### src/sv/ndtw_pkg.sv
`default_nettype none

package ndtw_pkg;

  localparam int unsigned SAMPLE_W = 16;
  localparam int unsigned IDX_W    = 8;
  localparam int unsigned LEN_W    = 9;
  localparam int unsigned COST_W   = 32;
  localparam int unsigned FRAC_W   = 8;
  localparam int unsigned DVD_W    = COST_W + FRAC_W;
  localparam int unsigned NORM_W   = 24;
  localparam int unsigned QLEN_W   = 11;

  typedef struct packed {
    logic                kind;
    logic [IDX_W-1:0]    template_index;
    logic signed [SAMPLE_W-1:0] sample;
    logic                last;
  } ndtw_in_t;

  typedef struct packed {
    logic [NORM_W-1:0] distance_normalized;
    logic [COST_W-1:0] path_cost;
    logic [QLEN_W-1:0] query_length;
    logic              saturated;
  } ndtw_out_t;

  // wavefront token handed from one cell to the next
  typedef struct packed {
    logic              valid;
    logic              first;
    logic              ovf;
    logic [COST_W-1:0] up;
    logic [COST_W-1:0] diag;
  } ndtw_wave_t;

endpackage

`default_nettype wire

### src/sv/ndtw_divider.sv
`default_nettype none

module ndtw_divider #(
  parameter int unsigned DIV_W = 12
) (
  input  wire logic                          clk_i,
  input  wire logic                          rst_ni,
  input  wire logic                          start_i,
  input  wire logic [ndtw_pkg::DVD_W-1:0]    dividend_i,
  input  wire logic [DIV_W-1:0]              divisor_i,
  output logic                               done_o,
  output logic [ndtw_pkg::DVD_W-1:0]         quotient_o
);
  import ndtw_pkg::*;

  localparam int unsigned CNT_W = $clog2(DVD_W + 1);

  logic             busy_q;
  logic             done_q;
  logic [CNT_W-1:0] cnt_q;
  logic [DIV_W:0]   rem_q;
  logic [DIV_W-1:0] div_q;
  logic [DVD_W-1:0] quo_q;

  logic [DIV_W:0]   rem_sh;
  logic             ge;

  // restoring division, one quotient bit per cycle
  always_comb begin
    rem_sh = {rem_q[DIV_W-1:0], quo_q[DVD_W-1]};
    ge     = rem_sh >= {1'b0, div_q};
  end

  always_ff @(posedge clk_i or negedge rst_ni) begin
    if (!rst_ni) begin
      busy_q <= 1'b0;
      done_q <= 1'b0;
      cnt_q  <= '0;
    end else begin
      done_q <= 1'b0;
      if (start_i) begin
        busy_q <= 1'b1;
        cnt_q  <= CNT_W'(DVD_W);
      end else if (busy_q) begin
        cnt_q <= cnt_q - CNT_W'(1);
        if (cnt_q == CNT_W'(1)) begin
          busy_q <= 1'b0;
          done_q <= 1'b1;
        end
      end
    end
  end

  always_ff @(posedge clk_i) begin
    if (start_i) begin
      rem_q <= '0;
      div_q <= divisor_i;
      quo_q <= dividend_i;
    end else if (busy_q) begin
      rem_q <= ge ? (rem_sh - {1'b0, div_q}) : rem_sh;
      quo_q <= {quo_q[DVD_W-2:0], ge};
    end
  end

  assign done_o     = done_q;
  assign quotient_o = quo_q;

endmodule

`default_nettype wire

### config.mk
export PLATFORM = sky130hd
export DESIGN_NAME = ndtw_divider
export DESIGN_NICKNAME = d
export VERILOG_FILES = /design/src/sv/ndtw_pkg.sv /design/src/sv/ndtw_divider.sv
export SDC_FILE = /design/constraint.sdc
export NUM_CORES = 1
export LEC_CHECK = 0
export BUFFER_PORTS_ARGS = -buffer_cell sky130_fd_sc_hd__buf_4
export CELL_PAD_IN_SITES_DETAIL_PLACEMENT = 1
export CELL_PAD_IN_SITES_GLOBAL_PLACEMENT = 1
export CORE_ASPECT_RATIO = 1.5
export CORE_MARGIN = 2
export CORE_UTILIZATION = 42
export CTS_CLUSTER_SIZE = 30
export DETAILED_ROUTE_END_ITERATION = 8
export PLACE_DENSITY = 0.88
export SLEW_MARGIN = 40
export SYNTH_ARGS = -nofsm -noshare
export SYNTH_HDL_FRONTEND = slang
export SYNTH_SLANG_ARGS = --single-unit
### constraint.sdc
create_clock -name clk_i -period 2.5 [get_ports clk_i]
set_input_delay 0.5 -clock clk_i [delete_from_list [all_inputs] [get_ports clk_i]]
set_output_delay 0.5 -clock clk_i [all_outputs]
set_load 0.01 [all_outputs]
==> flow_summary.json <==
{
  "avgRoutedWirePerCell_um": 18.8,
  "post-route-min-period_ns": 2.28,
  "h-tree-depth": 3,
  "synthFlopType": "edfxtp_1",
  "slew-limit-headroom": 0.616,
  "clk_pin_slew_ns": 0.06,
  "drv_cap": 0,
  "finalHoldViolCount": 0,
  "grt_start_max_net_pins": 42,
  "slew_violations": 0,
  "postSynth.asyncResetShare": 0.111,
  "cts.sinks": 72,
  "rsz0062_at_grt": "no",
  "top_usage_layer": "met2",
  "seq_area_frac_synth": 0.561,
  "antenna_found_initial": 0,
  "drc_errors": 0,
  "final_nets": 445,
  "core-area_sq_um": 8310,
  "crit_family": "compound AO/OA/AOI/OAI gates",
  "worstPathCellList": "inv_1 -> ha_1 -> nor2b_1 -> o31ai_2 -> a31oi_1 -> a211o_1 -> buf_4 -> mux2i_1 -> a22o_1",
  "insertion_delay_ns": 0.34,
  "skew_ns": 0.00562,
  "ys_ff_latch": 72,
  "irDropWorstVdd_mv": 0.475,
  "port_buffers": 95,
  "post_cts.repair.setup_buffers": 0,
  "grt_pass1_vias": 2881,
  "drtIter0Drc": 96,
  "clock_power_share": 0.331,
  "hp-class": "in -> reg",
  "combPwrFrac": 0.287,
  "synthDistinctLibCells": 52,
  "dieWidth_um": 79.3,
  "switching_power_mw": 1.24,
  "area_growth_pct": 32.5,
  "vias": 2544,
  "dp_cells": 470,
  "crit_path_start_kind": "flip-flop",
  "power-per-cell-area_nw_per_um2": 890,
  "synth_warnings": 0,
  "critPathMaxStageDelay_ns": 0.42,
  "leakagePower_nw": 2.03,
  "antenna_cells": 0,
  "critical_path_buf_inv_count": 2,
  "cts_root_buf": "clkbuf_16",
  "syn_area_per_cell_sq_um": 13.0,
  "drt-vias-per-instance": 5.22,
  "grt_overflow": 0,
  "swShare": 0.295,
  "gp_congestion": 0.823,
  "drt_wl_total_mm": 9.16,
  "p_int_mw": 2.97,
  "track_usage": 0.219,
  "worst_pin_slew_ns": 0.574,
  "cts_buffers": 9,
  "end_kind": "flip-flop",
  "cp_slowest_cell": "edfxtp_1",
  "worstPathArrival_ns": 2.51,
  "finalSetupTns_ns": 0,
  "critPathMaxFanout": 15,
  "grt_pass1_wl_mm": 14.9,
  "die_area_sq_um": 9270,
  "required_ns": 2.73,
  "fin_cells": 487,
  "synthCells": 274,
  "initial_core_util": 0.430,
  "hpwl_mm": 6.38,
  "pin_count": 96,
  "ant_nets": 0,
  "nFillCells": 891,
  "drt-pass1-iter-count": 4,
  "groute.layer.met2.usage": 0.399,
  "use_met3": 0.0744,
  "outcome": "completed",
  "finalCritPeriodShare": 0.912,
  "clk_path_buf_depth": 2,
  "pwr-share-seq": 0.382,
  "startpoint": "div_q[1]",
  "r2r-start": "div_q[1]",
  "setup_viol_count_final": 0,
  "cts_tree": "done",
  "grt_use_met1": 0.224,
  "synth_fp_nets": 344,
  "row_count": 41,
  "hp-start": "divisor_i[0]",
  "crit_type": "reg -> reg",
  "max_freq_ghz": 0.439,
  "synth_edf_count": 52,
  "syn_area_sq_um": 3570,
  "die_h_um": 117,
  "drive_above_1_share": 0.439
}
## synthesized netlist by cell type (2+ instances only)
cell type  instances  area share
inv_1             16       0.017
o31ai_1            2      0.0042
nor2_1            14       0.015
xnor2_1            9       0.022
o21ai_1            4      0.0056
and3_1             2      0.0035
dfrtp_1            8       0.056
a211o_1            2      0.0049
clkbuf_1           7      0.0074
o21ai_2            2      0.0049
nand3_1            3      0.0042
and2_1             2      0.0035
nor2b_1            5      0.0088
nand2b_1           3      0.0053
dfxtp_1           12       0.067
nand2_1           18       0.019
a211oi_1           2      0.0042
mux2_2            41        0.13
o21ai_0            6      0.0084
mux2i_1            7       0.020
xor2_1             3      0.0074
o21a_1             3      0.0063
ha_1              14       0.049
a21oi_1            6      0.0084
nor3_1             5      0.0070
edfxtp_1          52        0.44
## registers in the layout (all words and copies together) (netlist names)
name,cells
busy_q,1
div_q,12
quotient_o,40
done_o,1
cnt_q,6
rem_q,12
## worst reg2reg max path: stages (launching register included)
cell and delay, ns:
edfxtp_1 0.42, inv_1 0.08, ha_1 0.23, nor2b_1 0.16, o31ai_2 0.25, a31oi_1 0.13, a211o_1 0.33, buf_4 0.22
mux2i_1 0.13, a22o_1 0.20
## through the flow
step           power, mW   util  cell area [sq um]  hold WS (ns)  setup WS, ns
2_1_floorplan       2.47      -               3570         0.204         0.304
3_3_place_gp        2.77  0.530               4400         0.324         0.348
3_5_place_dp        2.83  0.530               4400         0.327         0.246
4_1_cts             4.26  0.569               4730         0.321         0.228
5_1_grt             4.45  0.569               4730         0.315        0.0488
6_report            4.21  0.569               4730         0.334         0.221
## cell type report
class / count / area (sq um) / area share
well taps: 107 / 134 / 0.0283
clock buffers: 9 / 225 / 0.0476
repair buffers: 101 / 773 / 0.163
inverters: 16 / 60.1 / 0.0127
clock inverters: 7 / 95.1 / 0.0201
flip-flops and latches: 72 / 2000 / 0.423
multi-input cells: 175 / 1440 / 0.305
## power by group through the flow
stage | Clock, mW | Combinational (mW) | Sequential [mW]
6_report | 1.39 | 1.21 | 1.61
4_1_cts | 1.42 | 1.23 | 1.61
2_1_floorplan | 0 | 0.834 | 1.63
3_3_place_gp | 0 | 1.15 | 1.62
5_1_grt | 1.47 | 1.35 | 1.63
3_5_place_dp | 0 | 1.21 | 1.63
## path summary, 6_finish.rpt
check,endpoint,slack [ns],cells past startpoint
max,rem_q[1],0.22,9
min,div_q[0],0.33,1
max reg2reg,rem_q[1],0.22,9
min reg2reg,rem_q[2],0.49,2
max in group asynchronous,done_o,1.85,2
min in group asynchronous,cnt_q[0],0.51,2
## layer usage
layer	up-vias	wire length (um)
met5	-	0
li1	1201	-
met2	84	5050
met4	0	320
met3	25	561
met1	1234	3230
## logic make-up (layout without fill, tap and decap cells)
kind of cell	after synthesis	after routing	share of synthesized area
AOI/OAI and AO/OA	41	41	0.0862
xor gates and xnor gates	12	12	0.0294
adders and majority gates	15	15	0.0547
buffers and inverters	27	133	0.0354
DFF	72	72	0.561
muxes	49	49	0.153
and+or+nand+nor	58	58	0.0803
## what timing repair did
| action | CTS | global route |
|---|---|---|
| endpoints found under the setup margin | 0 | 0 |
| gates resized for setup | 0 | 0 |
| endpoints found under the hold margin | 8 | 0 |
| hold buffers | 1 | 0 |
## cells in the final DEF, fill, tap and decap left out, types with 2 or more instances in the layout
cell type,instances
dfxtp_1,12
o21ai_2,2
dfrtp_1,8
nor2_1,14
mux2_2,41
xnor2_1,9
o31ai_1,2
and3_1,2
o21a_1,3
o21ai_0,6
clkinv_2,2
mux2i_1,7
bufinv_16,2
nor2b_1,5
xor2_1,3
a211o_1,2
a21oi_1,6
o21ai_1,4
nor3_1,5
inv_1,16
nand3_1,3
a211oi_1,2
ha_1,14
and2_1,2
clkbuf_16,9
buf_4,99
nand2b_1,3
edfxtp_1,52
nand2_1,18
Note: power is estimated with default switching activity, not from simulation.
