**config.mk**
```make
export PLATFORM = sky130hd
export DESIGN_NAME = ndtw_cell
export DESIGN_NICKNAME = d
export VERILOG_FILES = /design/src/sv/ndtw_pkg.sv /design/src/sv/ndtw_cell.sv
export SDC_FILE = /design/constraint.sdc
export NUM_CORES = 1
export LEC_CHECK = 0
export ABC_AREA = 0
export BUFFER_PORTS_ARGS = -buffer_cell sky130_fd_sc_hd__buf_2
export CAP_MARGIN = 10
export CORE_ASPECT_RATIO = 2
export CORE_UTILIZATION = 56
export DETAILED_ROUTE_END_ITERATION = 6
export GPL_TIMING_DRIVEN = 0
export PLACE_DENSITY_LB_ADDON = 0.12
export SYNTH_ARGS = -nofsm -noshare
export SYNTH_HDL_FRONTEND = slang
export SYNTH_SLANG_ARGS = --single-unit
```
**constraint.sdc**
```tcl
create_clock -name clk_i -period 11.1 [get_ports clk_i]
set_input_delay 1.11 -clock clk_i [delete_from_list [all_inputs] [get_ports clk_i]]
set_output_delay 1.11 -clock clk_i [all_outputs]
set_load 0.1 [all_outputs]
```
**src/sv/ndtw_pkg.sv**
```systemverilog
`default_nettype none

package ndtw_pkg;

  localparam int unsigned SAMPLE_W = 16;
  localparam int unsigned IDX_W    = 8;
  localparam int unsigned LEN_W    = 9;
  localparam int unsigned COST_W   = 32;
  localparam int unsigned FRAC_W   = 8;
  localparam int unsigned DVD_W    = COST_W + FRAC_W;
  localparam int unsigned NORM_W   = 24;
  localparam int unsigned QLEN_W   = 11;

  typedef struct packed {
    logic                kind;
    logic [IDX_W-1:0]    template_index;
    logic signed [SAMPLE_W-1:0] sample;
    logic                last;
  } ndtw_in_t;

  typedef struct packed {
    logic [NORM_W-1:0] distance_normalized;
    logic [COST_W-1:0] path_cost;
    logic [QLEN_W-1:0] query_length;
    logic              saturated;
  } ndtw_out_t;

  // wavefront token handed from one cell to the next
  typedef struct packed {
    logic              valid;
    logic              first;
    logic              ovf;
    logic [COST_W-1:0] up;
    logic [COST_W-1:0] diag;
  } ndtw_wave_t;

endpackage

`default_nettype wire

```
**src/sv/ndtw_cell.sv**
```systemverilog
`default_nettype none

module ndtw_cell #(
  parameter int unsigned CELL_INDEX  = 0,
  parameter int unsigned SAMPLE_BITS = 16,
  parameter int unsigned M_W         = 9
) (
  input  wire logic                          clk_i,
  input  wire logic                          rst_ni,
  input  wire logic [M_W-1:0]                m_i,
  input  wire logic                          tpl_we_i,
  input  wire logic [ndtw_pkg::IDX_W-1:0]    tpl_idx_i,
  input  wire logic [SAMPLE_BITS-1:0]        tpl_data_i,
  input  wire ndtw_pkg::ndtw_wave_t          wave_i,
  input  wire logic [SAMPLE_BITS-1:0]        x_i,
  output ndtw_pkg::ndtw_wave_t               wave_o,
  output logic [SAMPLE_BITS-1:0]             x_o
);
  import ndtw_pkg::*;

  logic [SAMPLE_BITS-1:0] tpl_q;
  logic [COST_W-1:0]      cost_q;
  ndtw_wave_t             wave_q;
  logic [SAMPLE_BITS-1:0] x_q;

  logic                   active;
  logic signed [SAMPLE_BITS:0] diff;
  logic [SAMPLE_BITS:0]   absd;
  logic [COST_W-1:0]      best;
  logic [COST_W:0]        sum;
  logic                   sat;
  logic [COST_W-1:0]      new_cost;
  ndtw_wave_t             wave_d;

  always_comb begin
    active = M_W'(CELL_INDEX) < m_i;
    diff = $signed({tpl_q[SAMPLE_BITS-1], tpl_q}) - $signed({x_i[SAMPLE_BITS-1], x_i});
    absd = diff[SAMPLE_BITS] ? $unsigned(-diff) : $unsigned(diff);
    if (wave_i.first) begin
      best = wave_i.up;
    end else begin
      best = (wave_i.diag < cost_q) ? wave_i.diag : cost_q;
      best = (wave_i.up < best) ? wave_i.up : best;
    end
    sum      = {1'b0, best} + (COST_W+1)'(absd);
    sat      = sum[COST_W];
    new_cost = sat ? '1 : sum[COST_W-1:0];
    wave_d   = wave_i;
    // rows beyond the length in use pass the token through untouched
    if (active) begin
      wave_d.up   = new_cost;
      wave_d.diag = cost_q;
      wave_d.ovf  = wave_i.ovf | sat;
    end
  end

  always_ff @(posedge clk_i or negedge rst_ni) begin
    if (!rst_ni) begin
      wave_q <= '0;
    end else begin
      wave_q <= wave_d;
    end
  end

  always_ff @(posedge clk_i) begin
    if (tpl_we_i && (32'(tpl_idx_i) == CELL_INDEX)) begin
      tpl_q <= tpl_data_i;
    end
    if (wave_i.valid && active) begin
      cost_q <= new_cost;
    end
    if (wave_i.valid) begin
      x_q <= x_i;
    end
  end

  assign wave_o = wave_q;
  assign x_o    = x_q;

endmodule

`default_nettype wire

```
==> metrics.md <==
| Metric | Value |
|---|---|
| Run status | `completed` |
| Synth top area share | `0.201` |
| Synth area leader | `edfxtp_1` |
| GP Congestion | `0.958` |
| Via Count | `8900` |
| Number of post-CTS setup repair buffers | `0` |
| Max-Cap Viols | `0` |
| RSZ-0062 raised after global routing | `no` |
| Final Hold Slack | `0.571 ns` |
| Post-CTS Resized | `0` |
| Per-cell routed wire length | `20.1 um` |
| CTS tree | `done` |
| Most common cell in the netlist | `nand2_1` |
| Maximum VDD drop | `197 uV` |
| Footprint of the multi-input gates | `0.00551 mm^2` |
| CTS buffer count | `17` |
| Core area | `0.0167 mm^2` |
| Hold Buf Count CTS | `0` |
| Hpwl dp | `23200 um` |
| Clock Sinks | `131` |
| Initial Utilization | `0.572` |
| Row cnt | `67` |
| # setup viols final | `0` |
| Synth Register Bits | `131` |
| Detailed Route Iter0 Violations | `432` |
| FMAX | `92.3 MHz` |
| Syn Area/Cell | `9.36 um^2` |
| PortBufs | `201` |
| CP Capture Type | `flip-flop` |
| Crit path launch type | `primary input` |
| Critical Path AT | `11.15 ns` |
| Max-slew violation count | `0` |
| Power Density | `238 mW/mm^2` |
| Final wirelength | `29500 um` |
| Clock Pin Slew Worst Setup and Hold Paths | `0.06 ns` |
| Worst-Margin Slew | `0.915 ns` |
| Synth Instances | `1019` |
| Worst-path maximum fanout | `10` |
| Final ANT Viol Nets | `0` |
| Vias in the first global route | `9277` |
| Maximum clock path buffer count | `2` |
| GR Overflow Total | `0` |
| Layout cells sized above 1 | `0.238` |
| Root buf cell | `clkbuf_16` |
| Clk_lat worst skew | `0.44 ns` |
| Crit path max-delay cell type | `a21boi_1` |
| Syn. warnings | `0` |
| Vias per inst | `6.08` |
| Sequential area share after synthesis | `0.377` |
| Setup WS pre-CTS | `-0.292 ns` |
| Remaining DRCs | `0` |
| Hold Crit Class | `flip-flop to flip-flop` |
| Largest net degree at the start of global routing | `68` |
| Drt pass-1 iters | `5` |
| Setup CP Type | `primary input to flip-flop` |
| Top_reg_cell synth | `dfrtp_1` |
| Worst Path Required | `11.42 ns` |
| Hold Fails Final Rpt | `0` |
| Die ar. | `0.0176 mm^2` |
| Fin crit share | `0.976` |
| Sum Neg Setup Slack | `0 ns` |
| Seq. cell area | `0.00360 mm^2` |
| Slew headroom | `0.390` |
| Asr flop ratio synth | `0.511` |
| Top cells by count, synth | `nand2_1 (99), ha_1 (96), nor2_1 (82)` |
| Chip Height | `187 um` |
| Fillcell total | `1403` |
| LEAKAGE | `5.31 nW` |
| Final worst-path setup slack | `0.267 ns` |
| Global-route wire length before repair | `45100 um` |
| Clk_skew | `0.00750 ns` |
| Area Growth Syn to Fin | `20.6%` |
| Ports | `202` |
| Slowest stage delay, CP | `0.72 ns` |
| Top post-synthesis cells by area | `edfxtp_1 (20%), dfrtp_1 (18%), ha_1 (13%)` |
| Mapped Nets | `1236` |
| Clock H-tree levels | `4` |
| Initial antenna violation count | `2` |
| Min Clock Period, post-route | `10.83 ns` |
| Mapped cell area | `0.00954 mm^2` |
| NumNets Final | `1458` |
| Tot GR Track Use | `0.344` |
| Post-synth EDFFs | `64` |
| Distinct cells, synth | `78` |
| Die X | `94.3 um` |
| Most frequent CP cell | `buf_2` |
-- cell families (layout without fill, tap and decap cells) --
family	count (synthesis)	after routing	share of synthesized area
AO/OA/AOI/OAI	255	255	0.173
multiplexers	53	53	0.0590
adder cells (fa/ha/maj)	98	98	0.130
AND/OR/NAND/NOR	321	321	0.162
flip-flops	131	131	0.377
XOR/XNOR	56	56	0.0514
other	0	2	0
buffers and inverters	105	340	0.0471
-- metal layers --
layer  global-route usage  vias to the layer above  share of wire
li1                     -                     4163              -
met1                0.299                     4203           0.31
met2                0.632                      385           0.55
met3               0.0721                      149          0.056
met4                0.298                        0          0.084
met5                    0                        -              0
-- layout make-up --
| type | instances | area share |
|---|---|---|
| repair buffers | 203 | 0.0889 |
| plain buffers | 39 | 0.0177 |
| diodes | 2 | 0.000435 |
| inverters | 66 | 0.0215 |
| flip-flops and latches | 131 | 0.313 |
| multi-input cells | 783 | 0.479 |
| well taps | 207 | 0.0225 |
| clock inverters | 11 | 0.0125 |
| clock buffers | 21 | 0.0447 |
-- sequential cells by signal, indices dropped and copies added (netlist names) --
signal,flops
wave_o,67
cost_q,32
tpl_q,16
x_o,16
-- report_power, final --
group / switching [mW] / internal, mW / total [mW]
clock network: 0.223 / 0.399 / 0.622
registers: 0.0414 / 0.645 / 0.687
logic: 1.07 / 0.351 / 1.43
total: 1.34 / 1.39 / 2.73
-- metrics by stage --
stage / utilization / power, mW / instances / instance area, um^2
finish: 0.690 / 2.73 / 1463 / 11500
global route: 0.690 / 2.85 / 1462 / 11500
CTS: 0.689 / 2.73 / 1461 / 11500
detailed placement: 0.649 / 2.10 / 1429 / 10800
global placement: 0.648 / 2.08 / 1427 / 10800
floorplan: - / 1.80 / 1019 / 9540
-- worst paths after layout --
kind / start / to / slack (ns) / depth (start not counted)
setup / recovery: wave_i[30] / wave_o[51] / 0.27 / 36
max in group asynchronous: rst_ni / wave_o[36] / 9.73 / 1
hold reg to reg: cost_q[7] / wave_o[7] / 0.57 / 2
hold / removal: cost_q[7] / wave_o[7] / 0.57 / 2
setup reg to reg: cost_q[30] / wave_o[51] / 0.61 / 36
min in group asynchronous: rst_ni / wave_o[20] / 0.79 / 1
-- cell usage in the layout, fill, tap and decap left out, drive strengths merged, types with 12 or more instances in the layout --
| cell type | synthesis | final |
|---|---|---|
| inv | 66 | 66 |
| mux2 | 17 | 17 |
| ha | 96 | 96 |
| xor2 | 18 | 18 |
| clkbuf | 13 | 35 |
| a21o | 19 | 19 |
| nand2 | 99 | 99 |
| nand3 | 17 | 17 |
| or3 | 12 | 12 |
| xnor2 | 38 | 38 |
| nor3 | 26 | 26 |
| nand4 | 25 | 25 |
| mux2i | 36 | 36 |
| edfxtp | 64 | 64 |
| nor2 | 83 | 83 |
| buf | 26 | 228 |
| a21oi | 70 | 70 |
| dfrtp | 67 | 67 |
| o21ai | 68 | 68 |
| a31oi | 22 | 22 |
-- worst max-delay path: cells and delay by family --
family	cells	cell delay (ns)
AO/OA/AOI/OAI	14	4.40
buffers and inverters	11	2.77
AND/OR/NAND/NOR	7	1.64
adder cells (fa/ha/maj)	3	0.88
multiplexers	1	0.31
No activity file was read; power rests on OpenSTA's default activity.
